**src/ats_pkg.sv**
```systemverilog
`default_nettype none
package ats_pkg;

  typedef enum logic [2:0] {
    RESP_DONE    = 3'd0,
    RESP_IGNORED = 3'd1,
    RESP_FIRED   = 3'd2,
    RESP_NONE    = 3'd3,
    RESP_HALTED  = 3'd4
  } resp_e;

  typedef enum logic [0:0] {
    KIND_ACTIVATE = 1'b0,
    KIND_TICK     = 1'b1
  } kind_e;

  typedef enum logic [0:0] {
    ST_IDLE = 1'b0,
    ST_SCAN = 1'b1
  } state_e;

  localparam int unsigned MaxFires = 8;

  typedef struct packed {
    logic        kind;
    logic [7:0]  event_id;
    logic [30:0] delay_ms;
    logic        periodic;
    logic [31:0] aux_data;
    logic [31:0] now_ms;
  } in_item_t;

  typedef struct packed {
    logic [2:0]  response;
    logic [7:0]  fired_event;
    logic [31:0] fired_aux;
    logic        last;
  } out_item_t;

  // One table entry as it moves along the row of cells.
  typedef struct packed {
    logic        active;
    logic [30:0] interval;
    logic        periodic;
    logic [7:0]  event_id;
    logic [31:0] aux;
    logic [31:0] due;
  } entry_t;

endpackage
`default_nettype wire

```
**src/ats_cell.sv**
```systemverilog
`default_nettype none
module ats_cell
  import ats_pkg::*;
(
  input  wire logic   clk_i,
  input  wire logic   shift_i,
  input  wire logic   load_i,
  input  wire entry_t from_next_i,
  input  wire entry_t tail_i,
  output entry_t      entry_o
);

  entry_t entry_q, entry_d;

  always_comb begin
    entry_d = entry_q;
    if (load_i) begin
      entry_d = tail_i;
    end else if (shift_i) begin
      entry_d = from_next_i;
    end
  end

  always_ff @(posedge clk_i) begin
    entry_q <= entry_d;
  end

  assign entry_o = entry_q;

endmodule
`default_nettype wire

```
**src/alarm_table_scheduler.sv**
```systemverilog
// Channel   Direction  Payload      Handshake
// in        input      in_item_t    in_valid_i / in_ready_o
// out       output     out_item_t   out_valid_o / out_ready_i
// cfg       input      9-bit count  cfg_we_i / cfg_wdata_i
//
// The table is a row of SLOTS cells; the first used entries form a queue whose head
// is cell 0. A scan step sends the head to the end of the queue or drops it.
// An item goes through the accept, one scan step per table entry and the final
// result, in that order. A halted or ignored item skips the scan steps.
// A fire waits in a holding register until the next fire sends it on or the scan
// ends and sends it with its last flag set; a step that fires while one is held
// stalls while the result register is full, as does the final result.
// Reset clears the entry count and halted and sets the id count to 256.
`default_nettype none
module alarm_table_scheduler
  import ats_pkg::*;
#(
  parameter int unsigned SLOTS = 8
) (
  input  wire logic      clk_i,
  input  wire logic      rst_ni,
  input  wire logic      in_valid_i,
  output logic           in_ready_o,
  input  wire in_item_t  in_data_i,
  output logic           out_valid_o,
  input  wire logic      out_ready_i,
  output out_item_t      out_data_o,
  input  wire logic      cfg_we_i,
  input  wire logic [8:0] cfg_wdata_i
);

  localparam int unsigned CW = $clog2(SLOTS + 1);

  state_e         state_q, state_d;
  in_item_t       item_q;
  logic [8:0]     count_q;
  logic           halted_q, halted_d;
  logic [CW-1:0]  used_q, used_d;
  logic [CW-1:0]  len_q, len_d;    // current queue length during a scan
  logic [CW-1:0]  rem_q, rem_d;    // entries not yet visited in this scan
  logic [3:0]     fires_q, fires_d;
  logic           found_q, found_d;
  out_item_t      out_q, out_d;
  logic           ovalid_q, ovalid_d;
  out_item_t      pend_q, pend_d;
  logic           pend_v_q, pend_v_d;

  logic           step, keep, append;
  entry_t         cells [SLOTS];
  entry_t         head, tail_in, head_mod;

  assign head = cells[0];

  genvar g;
  generate
    for (g = 0; g < SLOTS; g++) begin : g_cell
      entry_t nxt;
      logic   shift_en, load_en;
      if (g == SLOTS - 1) begin : g_tail
        assign nxt = '0;
      end else begin : g_mid
        assign nxt = cells[g+1];
      end
      // The end of the queue takes the kept head; cells behind it hold.
      assign shift_en = step && (CW'(g + 1) < len_q);
      assign load_en  = (step && keep && (CW'(g + 1) == len_q))
                        || (append && (CW'(g) == used_q));
      ats_cell u_cell (
        .clk_i       (clk_i),
        .shift_i     (shift_en),
        .load_i      (load_en),
        .from_next_i (nxt),
        .tail_i      (tail_in),
        .entry_o     (cells[g])
      );
    end
  endgenerate

  logic        in_fire, out_free, ignored, finish, fire_now;
  logic [31:0] now_plus_delay, now_plus_int;

  assign in_ready_o  = (state_q == ST_IDLE);
  assign in_fire     = in_valid_i && in_ready_o;
  assign out_free    = !ovalid_q || out_ready_i;
  assign out_valid_o = ovalid_q;
  assign out_data_o  = out_q;

  assign now_plus_delay = item_q.now_ms + {1'b0, item_q.delay_ms};
  assign now_plus_int   = item_q.now_ms + {1'b0, head.interval};
  assign ignored  = (item_q.kind == KIND_ACTIVATE) && ({1'b0, item_q.event_id} >= count_q);
  assign finish   = halted_q || ignored || (rem_q == '0);
  assign fire_now = (item_q.kind == KIND_TICK) && (fires_q < 4'(MaxFires))
                    && head.active && (item_q.now_ms >= head.due);

  always_ff @(posedge clk_i or negedge rst_ni) begin
    if (!rst_ni) begin
      count_q <= 9'd256;
    end else if (cfg_we_i) begin
      count_q <= cfg_wdata_i;
    end
  end

  always_ff @(posedge clk_i) begin
    if (in_fire) begin
      item_q <= in_data_i;
    end
    out_q  <= out_d;
    pend_q <= pend_d;
  end

  // Next state.
  always_comb begin
    state_d = state_q;
    case (state_q)
      ST_IDLE: begin
        if (in_fire) begin
          state_d = ST_SCAN;
        end
      end
      ST_SCAN: begin
        if (finish && out_free) begin
          state_d = ST_IDLE;
        end
      end
      default: state_d = ST_IDLE;
    endcase
  end

  // Datapath and outputs.
  always_comb begin
    halted_d = halted_q;
    used_d   = used_q;
    len_d    = len_q;
    rem_d    = rem_q;
    fires_d  = fires_q;
    found_d  = found_q;
    pend_d   = pend_q;
    pend_v_d = pend_v_q;
    out_d    = out_q;
    ovalid_d = ovalid_q && !out_ready_i;
    head_mod = head;
    tail_in  = head;
    step     = 1'b0;
    keep     = 1'b0;
    append   = 1'b0;

    case (state_q)
      ST_IDLE: begin
        if (in_fire) begin
          rem_d    = used_q;
          len_d    = used_q;
          fires_d  = '0;
          found_d  = 1'b0;
          pend_v_d = 1'b0;
        end
      end
      ST_SCAN: begin
        if (finish) begin
          if (out_free) begin
            ovalid_d = 1'b1;
            if (halted_q) begin
              out_d = '{RESP_HALTED, 8'd0, 32'd0, 1'b1};
            end else if (item_q.kind == KIND_TICK) begin
              if (pend_v_q) begin
                out_d      = pend_q;
                out_d.last = 1'b1;
              end else begin
                out_d = '{RESP_NONE, 8'd0, 32'd0, 1'b1};
              end
              used_d   = len_q;
              pend_v_d = 1'b0;
            end else if (ignored) begin
              out_d = '{RESP_IGNORED, 8'd0, 32'd0, 1'b1};
            end else if (found_q) begin
              out_d = '{RESP_DONE, 8'd0, 32'd0, 1'b1};
            end else if (used_q < CW'(SLOTS)) begin
              out_d   = '{RESP_DONE, 8'd0, 32'd0, 1'b1};
              append  = 1'b1;
              tail_in = '{1'b1, item_q.delay_ms, item_q.periodic, item_q.event_id,
                          item_q.aux_data, now_plus_delay};
              used_d  = used_q + CW'(1);
            end else begin
              halted_d = 1'b1;
              out_d    = '{RESP_HALTED, 8'd0, 32'd0, 1'b1};
            end
          end
        end else if (item_q.kind == KIND_ACTIVATE) begin
          step  = 1'b1;
          keep  = 1'b1;
          rem_d = rem_q - CW'(1);
          if (head.event_id == item_q.event_id) begin
            found_d = 1'b1;
            if (item_q.delay_ms == '0) begin
              head_mod.active = 1'b0;
            end else begin
              head_mod.active   = 1'b1;
              head_mod.interval = item_q.delay_ms;
              head_mod.periodic = item_q.periodic;
              head_mod.aux      = item_q.aux_data;
              head_mod.due      = now_plus_delay;
            end
          end
          tail_in = head_mod;
        end else if (!(fire_now && pend_v_q && !out_free)) begin
          step  = 1'b1;
          keep  = 1'b1;
          rem_d = rem_q - CW'(1);
          if (fire_now) begin
            fires_d = fires_q + 4'd1;
            // A new fire shows that the held one is not the last.
            if (pend_v_q) begin
              out_d    = pend_q;
              ovalid_d = 1'b1;
            end
            pend_d   = '{RESP_FIRED, head.event_id, head.aux, 1'b0};
            pend_v_d = 1'b1;
            if (head.periodic) begin
              head_mod.due = now_plus_int;
            end else begin
              keep  = 1'b0;
              len_d = len_q - CW'(1);
            end
          end
          tail_in = head_mod;
        end
      end
      default: ;
    endcase
  end

  always_ff @(posedge clk_i or negedge rst_ni) begin
    if (!rst_ni) begin
      state_q  <= ST_IDLE;
      halted_q <= 1'b0;
      used_q   <= '0;
      len_q    <= '0;
      rem_q    <= '0;
      fires_q  <= '0;
      found_q  <= 1'b0;
      ovalid_q <= 1'b0;
      pend_v_q <= 1'b0;
    end else begin
      state_q  <= state_d;
      halted_q <= halted_d;
      used_q   <= used_d;
      len_q    <= len_d;
      rem_q    <= rem_d;
      fires_q  <= fires_d;
      found_q  <= found_d;
      ovalid_q <= ovalid_d;
      pend_v_q <= pend_v_d;
    end
  end

`ifndef SYNTHESIS
  assert property (@(posedge clk_i) disable iff (!rst_ni) used_q <= CW'(SLOTS))
    else $error("table count exceeds slot count");
  assert property (@(posedge clk_i) disable iff (!rst_ni) len_q <= used_q)
    else $error("queue length exceeds table count");
  assert property (@(posedge clk_i) disable iff (!rst_ni) in_fire |=> !in_ready_o)
    else $error("item accepted while busy");
  assert property (@(posedge clk_i) disable iff (!rst_ni) halted_q |=> halted_q)
    else $error("halted flag cleared");
  assert property (@(posedge clk_i) disable iff (!rst_ni)
                   out_valid_o && !out_ready_i |=> out_valid_o && $stable(out_data_o))
    else $error("result changed while waiting");
`endif

endmodule
`default_nettype wire

```
**config.mk**
```make
export PLATFORM = sky130hd
export DESIGN_NAME = alarm_table_scheduler
export DESIGN_NICKNAME = d
export VERILOG_FILES = /design/src/ats_pkg.sv /design/src/ats_cell.sv /design/src/alarm_table_scheduler.sv
export SDC_FILE = /design/constraint.sdc
export NUM_CORES = 2
export LEC_CHECK = 0
export ABC_AREA = 1
export CORE_MARGIN = 2
export CORE_UTILIZATION = 55
export CTS_BUF_LIST = sky130_fd_sc_hd__clkbuf_4 sky130_fd_sc_hd__clkbuf_8
export DETAILED_ROUTE_END_ITERATION = 6
export DONT_BUFFER_PORTS = 1
export PLACE_DENSITY = 0.81
export SYNTH_ARGS = -nofsm -noshare
export SYNTH_HDL_FRONTEND = slang
export SYNTH_SLANG_ARGS = --single-unit
```
**constraint.sdc**
```tcl
create_clock -name clk_i -period 12.8 [get_ports clk_i]
set_input_delay 1.28 -clock clk_i [delete_from_list [all_inputs] [get_ports clk_i]]
set_output_delay 1.28 -clock clk_i [all_outputs]
set_load 0.05 [all_outputs]
```
Yosys cells after proc, flatten, opt, wreduce, memory -nomap -nowiden. Cells that the tools add are included.

Register bits: 1059. Latch bits: 0. RAM bits: 0. Bits in read-only memories: 0. Input bits: 119. Output and inout port bits: 46. Memories kept: 0.

Add/subtract/negate cells: 6. Multipliers: 0. Div/mod/pow operators: 0. $lt $le $gt $ge: 12. Equal/unequal tests: 35. Shifts and indexed selects: 0. Muxes and demuxes: 112. Bitwise operators: 5. Reduce and logical (&&, ||, !) cells: 72.

Operators with widths (number): 2-to-1 mux 105 bit (25); 2-to-1 mux 44 bit (11); 2-to-1 mux 32 bit (4); 2-to-1 mux 64 bit (2); 2-to-1 mux 4 bit (18); adder 32 x 31 -> 32 bit (2); 2-to-1 mux 1 bit (44); 2-to-1 mux 42 bit (1); logical AND 1 bit (34); 2-to-1 mux 33 bit (1); equality test 3 x 4 -> 1 bit, first input constant (8); greater-or-equal comparator 32 bit (1); logical NOT 31 bit (1); one-hot mux 4 bit (2 select lines) (3); nonzero test 2 bit (12); equality test 2 x 4 -> 1 bit, first input constant (4); < comparator 3 x 4 -> 1 bit, first input constant (4); inequality test 2 bit, second input constant (8); AND reduction 7 bit (2); inequality test 3 bit, second input constant (4); AND reduction 6 bit (2); logical OR 1 bit (11); AND reduction 5 bit (2); greater-or-equal comparator 8 x 9 -> 1 bit (1); 18 further kinds (37).

Depth between registers and ports, before layout.
Word-level depth: 14. Gate-level depth with buffers: 23.

Modules after synthesis. Synthesis repeated with hierarchy kept, for this count alone.

Cells, all modules: 6126. Area, all modules: 53821.6 sq um.

Modules (own cells, without submodules): ats_cell (instances 8, cells each 445, area each 4498.1 sq um, seq. area each 3153.0 sq um); alarm_table_scheduler (instances 1, cells each 2566, area each 17837.1 sq um, seq. area each 6427.4 sq um).

Worst setup path before layout. No wires, ideal clock.

Kind: register -> register. Start: reg item_q[102] (netlist bit). End: reg g_cell[3].u_cell.entry_q, in the netlist g_cell[3].u_cell.entry_o[0] (enable). Setup time: 0.714 ns. Arrival: 9.249 ns. Data required time: 12.086 ns. Path slack: 2.837 ns. Cell stages (with the launch flop): 12. Path buffers: 0. Cell sequence: edfxtp_1 -> ha_1 -> a21oi_1 -> o21a_1 -> nand4_4 -> nand2_2 -> nand3_2 -> nor2_2 -> nand2_2 -> nor2_1 -> inv_1 -> o21ai_0.

Cells in the longest elaborated chain, start to end: 11. Elaborated cells on any way between the ends: 20. Classes of those cells: order compare: 1; mux: 10; reduce/logical: 9.

Ends and longest elaborated chain: start, declared (line alarm_table_scheduler.sv:35) `in_item_t item_q;`; start signal, assigned (line alarm_table_scheduler.sv:105) `item_q <= in_data_i;`; greater-or-equal comparator 8 x 9 -> 1 bit (*) (line alarm_table_scheduler.sv:90) `assign ignored = (item_q.kind == KIND_ACTIVATE) && ({1'b0, item_q.event_id} >= count_q);`; logical AND 1 bit (*) (line alarm_table_scheduler.sv:90); 2-to-1 mux 1 bit (line alarm_table_scheduler.sv:172) `end else if (ignored) begin`; 2-to-1 mux 1 bit (line alarm_table_scheduler.sv:163) `end else if (item_q.kind == KIND_TICK) begin`; 2-to-1 mux 1 bit (line alarm_table_scheduler.sv:161) `if (halted_q) begin`; 2-to-1 mux 1 bit (line alarm_table_scheduler.sv:159) `if (out_free) begin`; 2-to-1 mux 1 bit (line alarm_table_scheduler.sv:158) `if (finish) begin`; 2-to-1 mux 1 bit (line alarm_table_scheduler.sv:147) `case (state_q)`; logical AND 1 bit (line alarm_table_scheduler.sv:67) `|| (append && (CW'(g) == used_q));`; logical OR 1 bit (line alarm_table_scheduler.sv:67); nonzero test 2 bit (no line) (*); end signal, assigned (line ats_cell.sv:25) `entry_q <= entry_d;`; end, declared (line ats_cell.sv:13) `entry_t entry_q, entry_d;`.

Mark *: on every way between the ends. The rest lies on a longest branch, timed or not. A chain may end at the register's enable or synchronous reset.

Worst setup path after layout.
Start: reg item_q[104] (netlist bit). End: reg g_cell[5].u_cell.entry_q, in the netlist g_cell[5].u_cell.entry_o[98] (enable).

Cells in the longest elaborated chain, start to end: 13. Elaborated cells on any way between the ends: 30. Classes of those cells: mux: 15; bitwise: 1; reduce/logical: 14.

Ends and longest elaborated chain: logical AND 1 bit (line alarm_table_scheduler.sv:92) `assign fire_now = (item_q.kind == KIND_TICK) && (fires_q < 4'(MaxFires))`; logical AND 1 bit (2 in series) (line alarm_table_scheduler.sv:93) `&& head.active && (item_q.now_ms >= head.due);`; logical AND 1 bit (2 in series) (line alarm_table_scheduler.sv:204) `end else if (!(fire_now && pend_v_q && !out_free)) begin`; 2-to-1 mux 1 bit (line alarm_table_scheduler.sv:204); 2-to-1 mux 1 bit (line alarm_table_scheduler.sv:187) `end else if (item_q.kind == KIND_ACTIVATE) begin`; 2-to-1 mux 1 bit (line alarm_table_scheduler.sv:158); 2-to-1 mux 1 bit (line alarm_table_scheduler.sv:147); logical AND 1 bit (2 in series) (line alarm_table_scheduler.sv:66) `assign load_en = (step && keep && (CW'(g + 1) == len_q))`; logical OR 1 bit (line alarm_table_scheduler.sv:67); nonzero test 2 bit (no line) (*); end signal, assigned (line ats_cell.sv:25); end, declared (line ats_cell.sv:13).

Marks and branches as above.

==> impl_metrics.py <==
metrics = {
    "floorplanning": {
        "dieArea_um2": 99880,
        "num_rows": 114,
        "io_pins": 165,
        "die_y_um": 316.0,
        "coreArea_um2": 96570,
        "initial_utilization": 0.5546,
        "fp.dieW_um": 316.0,
    },
    "grt": {
        "antenna_found_initial": 21,
        "grt_max_degree": 106,
        "grt_pass1_vias": 42750,
        "grt_util_all_layers": 0.3292,
        "grt.overflow.total": 0,
        "grt_pass1_wl_um": 249700,
    },
    "yosys": {
        "post_synth_fa_ha_maj_area_fraction": 0.02715,
        "synth-compound-area-share": 0.06308,
        "yosys.area_share.simple": 0.2605,
        "synth_nets": 6119,
        "synthXorXnorAreaFrac": 0.007850,
        "synth.cell_area_um2": 53560,
        "async_reset_ff_frac": 0.02833,
        "synthCells": 5885,
        "synth_top_family_by_area": "simple AND/OR/NAND/NOR gates",
        "ys_seq_area_frac": 0.5910,
        "yosys_warnings": 0,
        "synth.avg_cell_area_um2": 9.100,
        "ys_ff_latch": 1059,
        "synth_edf_count": 1029,
        "ys.flop_type": "edfxtp_1",
        "yosys-mux-area-fraction": 0.0002103,
        "synth.distinct_cells": 55,
    },
    "setup_path": {
        "path_cells": "buf_4 > inv_1 > nand2_2 > nand3_2 > nor2_4 > buf_4 > nand2_2 > nor2_4 > nand3_4 > nand3_4 > buf_4",
        "crit_type": "register to register",
        "crit_buf_inv": 4,
        "cp-start-kind": "register",
        "critPathTopFamily": "simple AND/OR/NAND/NOR gates",
        "crit_top_cell": "buf_4",
        "cp_slowest_cell": "nand3_4",
        "worstPathRequired_ns": 13.27,
        "path_max_fanout": 68,
        "end_kind": "register",
        "critPathArrivalTime_ns": 6.96,
        "critical_path.max_stage_delay_ns": 1.04,
    },
    "place": {
        "place.gp.congestion": 1.023,
        "hpwl_um": 104000,
        "io_buffer_count": 0,
    },
    "timing": {
        "finalHoldViolCount": 0,
        "setup_viol": 0,
        "tightest_slew_ns": 1.305,
        "clock.fmax_mhz": 154.0,
        "slew_viol_final": 0,
        "slew_headroom": 0.1282,
        "setup_tns_ns": 0,
        "rsz0062_at_grt": "false",
        "min_period_ns": 6.493,
        "finalCritPeriodShare": 0.5073,
        "finClkSkew_ns": 0.05255,
    },
    "clock_network": {
        "clk_latency_ns": 0.90,
        "post-cts-setup-buffer-count": 0,
        "cts_max_level": 4,
        "clock_tree.root_cell": "clkbuf_8",
        "cts_max_path_buffers": 3,
        "clk_pin_slew_ns": 0.07,
        "hold_buffers": 0,
        "cts_tree": "done",
        "numCtsBuffers": 169,
        "postCtsResizedCells": 0,
        "cts.sinks": 1059,
    },
    "run": {
        "cap_violations": 0,
    },
    "power": {
        "power_w": 0.01635,
        "irDropWorstVdd_mv": 0.2202,
        "p_leak_nw": 24.74,
        "powerDensity_nw_per_um2": 284.1,
    },
    "detailed_routing": {
        "wl_per_cell_um": 22.91,
        "routed_wl_um": 165200,
        "ant_nets": 0,
        "post_drt_via_cell_ratio": 6.088,
        "drtPass1Iterations": 7,
        "drc_errors": 0,
        "vias": 43890,
        "first_iter_violations": 5992,
    },
    "finish": {
        "mostFrequentLayoutCell": "nand2_1",
        "n_fill_cell": 7912,
        "ff_latch_area_um2": 31650,
        "area_growth_syn_to_layout_pct": 7.439,
        "nets": 6022,
        "drive_gt1_frac": 0.05997,
        "multi_input_area_um2": 19460,
        "final_cell_mix": "2314 x nand2_1, 1029 x edfxtp_1, 675 x nand3_1, 325 x nor2_1, 310 x inv_1",
    },
    "outcome": {
        "status": "completed",
    },
    "hold_path": {
        "hold_path_class": "primary input to asynchronous set/reset pin",
    },
}
==> metrics by stage <==
step	setup slack (ns)	instances	instance area [µm²]	hold WS [ns]	utilization
5_1_grt	6.103	7209	57540	0.06986	0.5959
3_3_place_gp	6.741	6893	54280	0.4362	0.5621
2_1_floorplan	2.837	5885	53560	0.4264	-
3_5_place_dp	6.546	6893	54280	0.4345	0.5621
6_report	6.307	7209	57540	0.09564	0.5959
4_1_cts	6.567	7196	57510	0.04923	0.5955
==> worst reg2reg max path, stage by stage, from the launching register on <==
cell and delay [ns]:
edfxtp_1 0.32, buf_4 0.62, inv_1 0.59, nand2_2 0.21, nand3_2 0.22, nor2_4 0.14, buf_4 0.53, nand2_2 0.23
nor2_4 0.35, nand3_4 0.85, nand3_4 1.05, buf_4 0.92
==> synthesized netlist by cell type (all sizes together), types with 3 or more instances <==
cell       n  area, µm²
nand4     19      140.1
a21oi    309       1546
nand3    685       3453
buf      153      872.1
xor2      24      210.2
a211oi    45      337.8
nand2   2332       8791
xnor2     24      210.2
a31oi      4      25.02
clkinv     4      15.01
a22oi      8      60.06
o211ai    11      82.58
or2        4      25.03
a21o       3      22.52
nor4       3      18.77
a32oi     18      157.7
dfrtp     29      725.7
o21a       6      45.04
o21bai     4      30.03
o22ai      8      50.05
nand3b    11      82.58
inv      318       1196
clkbuf   161      604.3
edfxtp  1029      30900
nor2     331       1269
o21ai    194      970.9
nor3      22      153.9
ha       113       1414
==> power breakdown <==
| group | switching [W] | internal (W) | leakage [nW] |
|---|---|---|---|
| logic | 0.00466 | 0.00157 | 12.6 |
| clock network | 0.00142 | 0.00145 | 1.70 |
| registers | 0.000837 | 0.00641 | 10.5 |
==> registers in the layout, indices dropped and copies added, names as in the netlist <==
signal	flops
g_cell.u_cell.entry_o	840
rem_q	4
found_q	1
halted_q	1
out_data_o	44
fires_q	4
used_q	4
pend_v_q	1
pend_q	40
len_q	4
item_q	105
count_q	9
out_valid_o	1
state_q	1
==> routing by layer <==
metal | track usage | vias to the layer above | wire length (µm)
li1 | - | 19730 | -
met1 | 0.4205 | 20490 | 59800
met2 | 0.5221 | 3097 | 76250
met3 | 0.07822 | 564 | 20240
met4 | 0.1780 | 8 | 8816
met5 | 0 | - | 48
==> worst paths after layout <==
path	from	endpoint	slack (ns)	cells past startpoint
setup reg to reg	item_q[104]	g_cell[5].u_cell.entry_o[98]	6.31	11
min in group clk_i	g_cell[0].u_cell.entry_o[61]	pend_q[30]	0.42	0
setup / recovery	item_q[104]	g_cell[5].u_cell.entry_o[98]	6.31	11
max in group asynchronous	rst_ni	count_q[8]	12.53	0
hold / removal	rst_ni	used_q[2]	0.1	0
hold reg to reg	g_cell[0].u_cell.entry_o[61]	pend_q[30]	0.42	0
==> final cells by class <==
class                           instances  share of cell area
Timing Repair Buffer                   46            0.006002
Clock inverter                         85            0.009198
Tap cell                             1276             0.02775
Sequential cell                      1059              0.5501
Antenna cell                           13           0.0005654
Inverter                              322             0.02120
Multi-Input combinational cell       4190              0.3382
Clock buffer                          218             0.04693
==> cells by family after synthesis <==
| group | Yosys count |
|---|---|
| AO/OA/AOI/OAI | 616 |
| XOR/XNOR | 48 |
| adder cells (fa/ha/maj) | 115 |
| buffers and inverters | 636 |
| flip-flops | 1059 |
| multiplexers | 1 |
| AND/OR/NAND/NOR | 3410 |
Note: power is estimated with default switching activity, not from simulation.
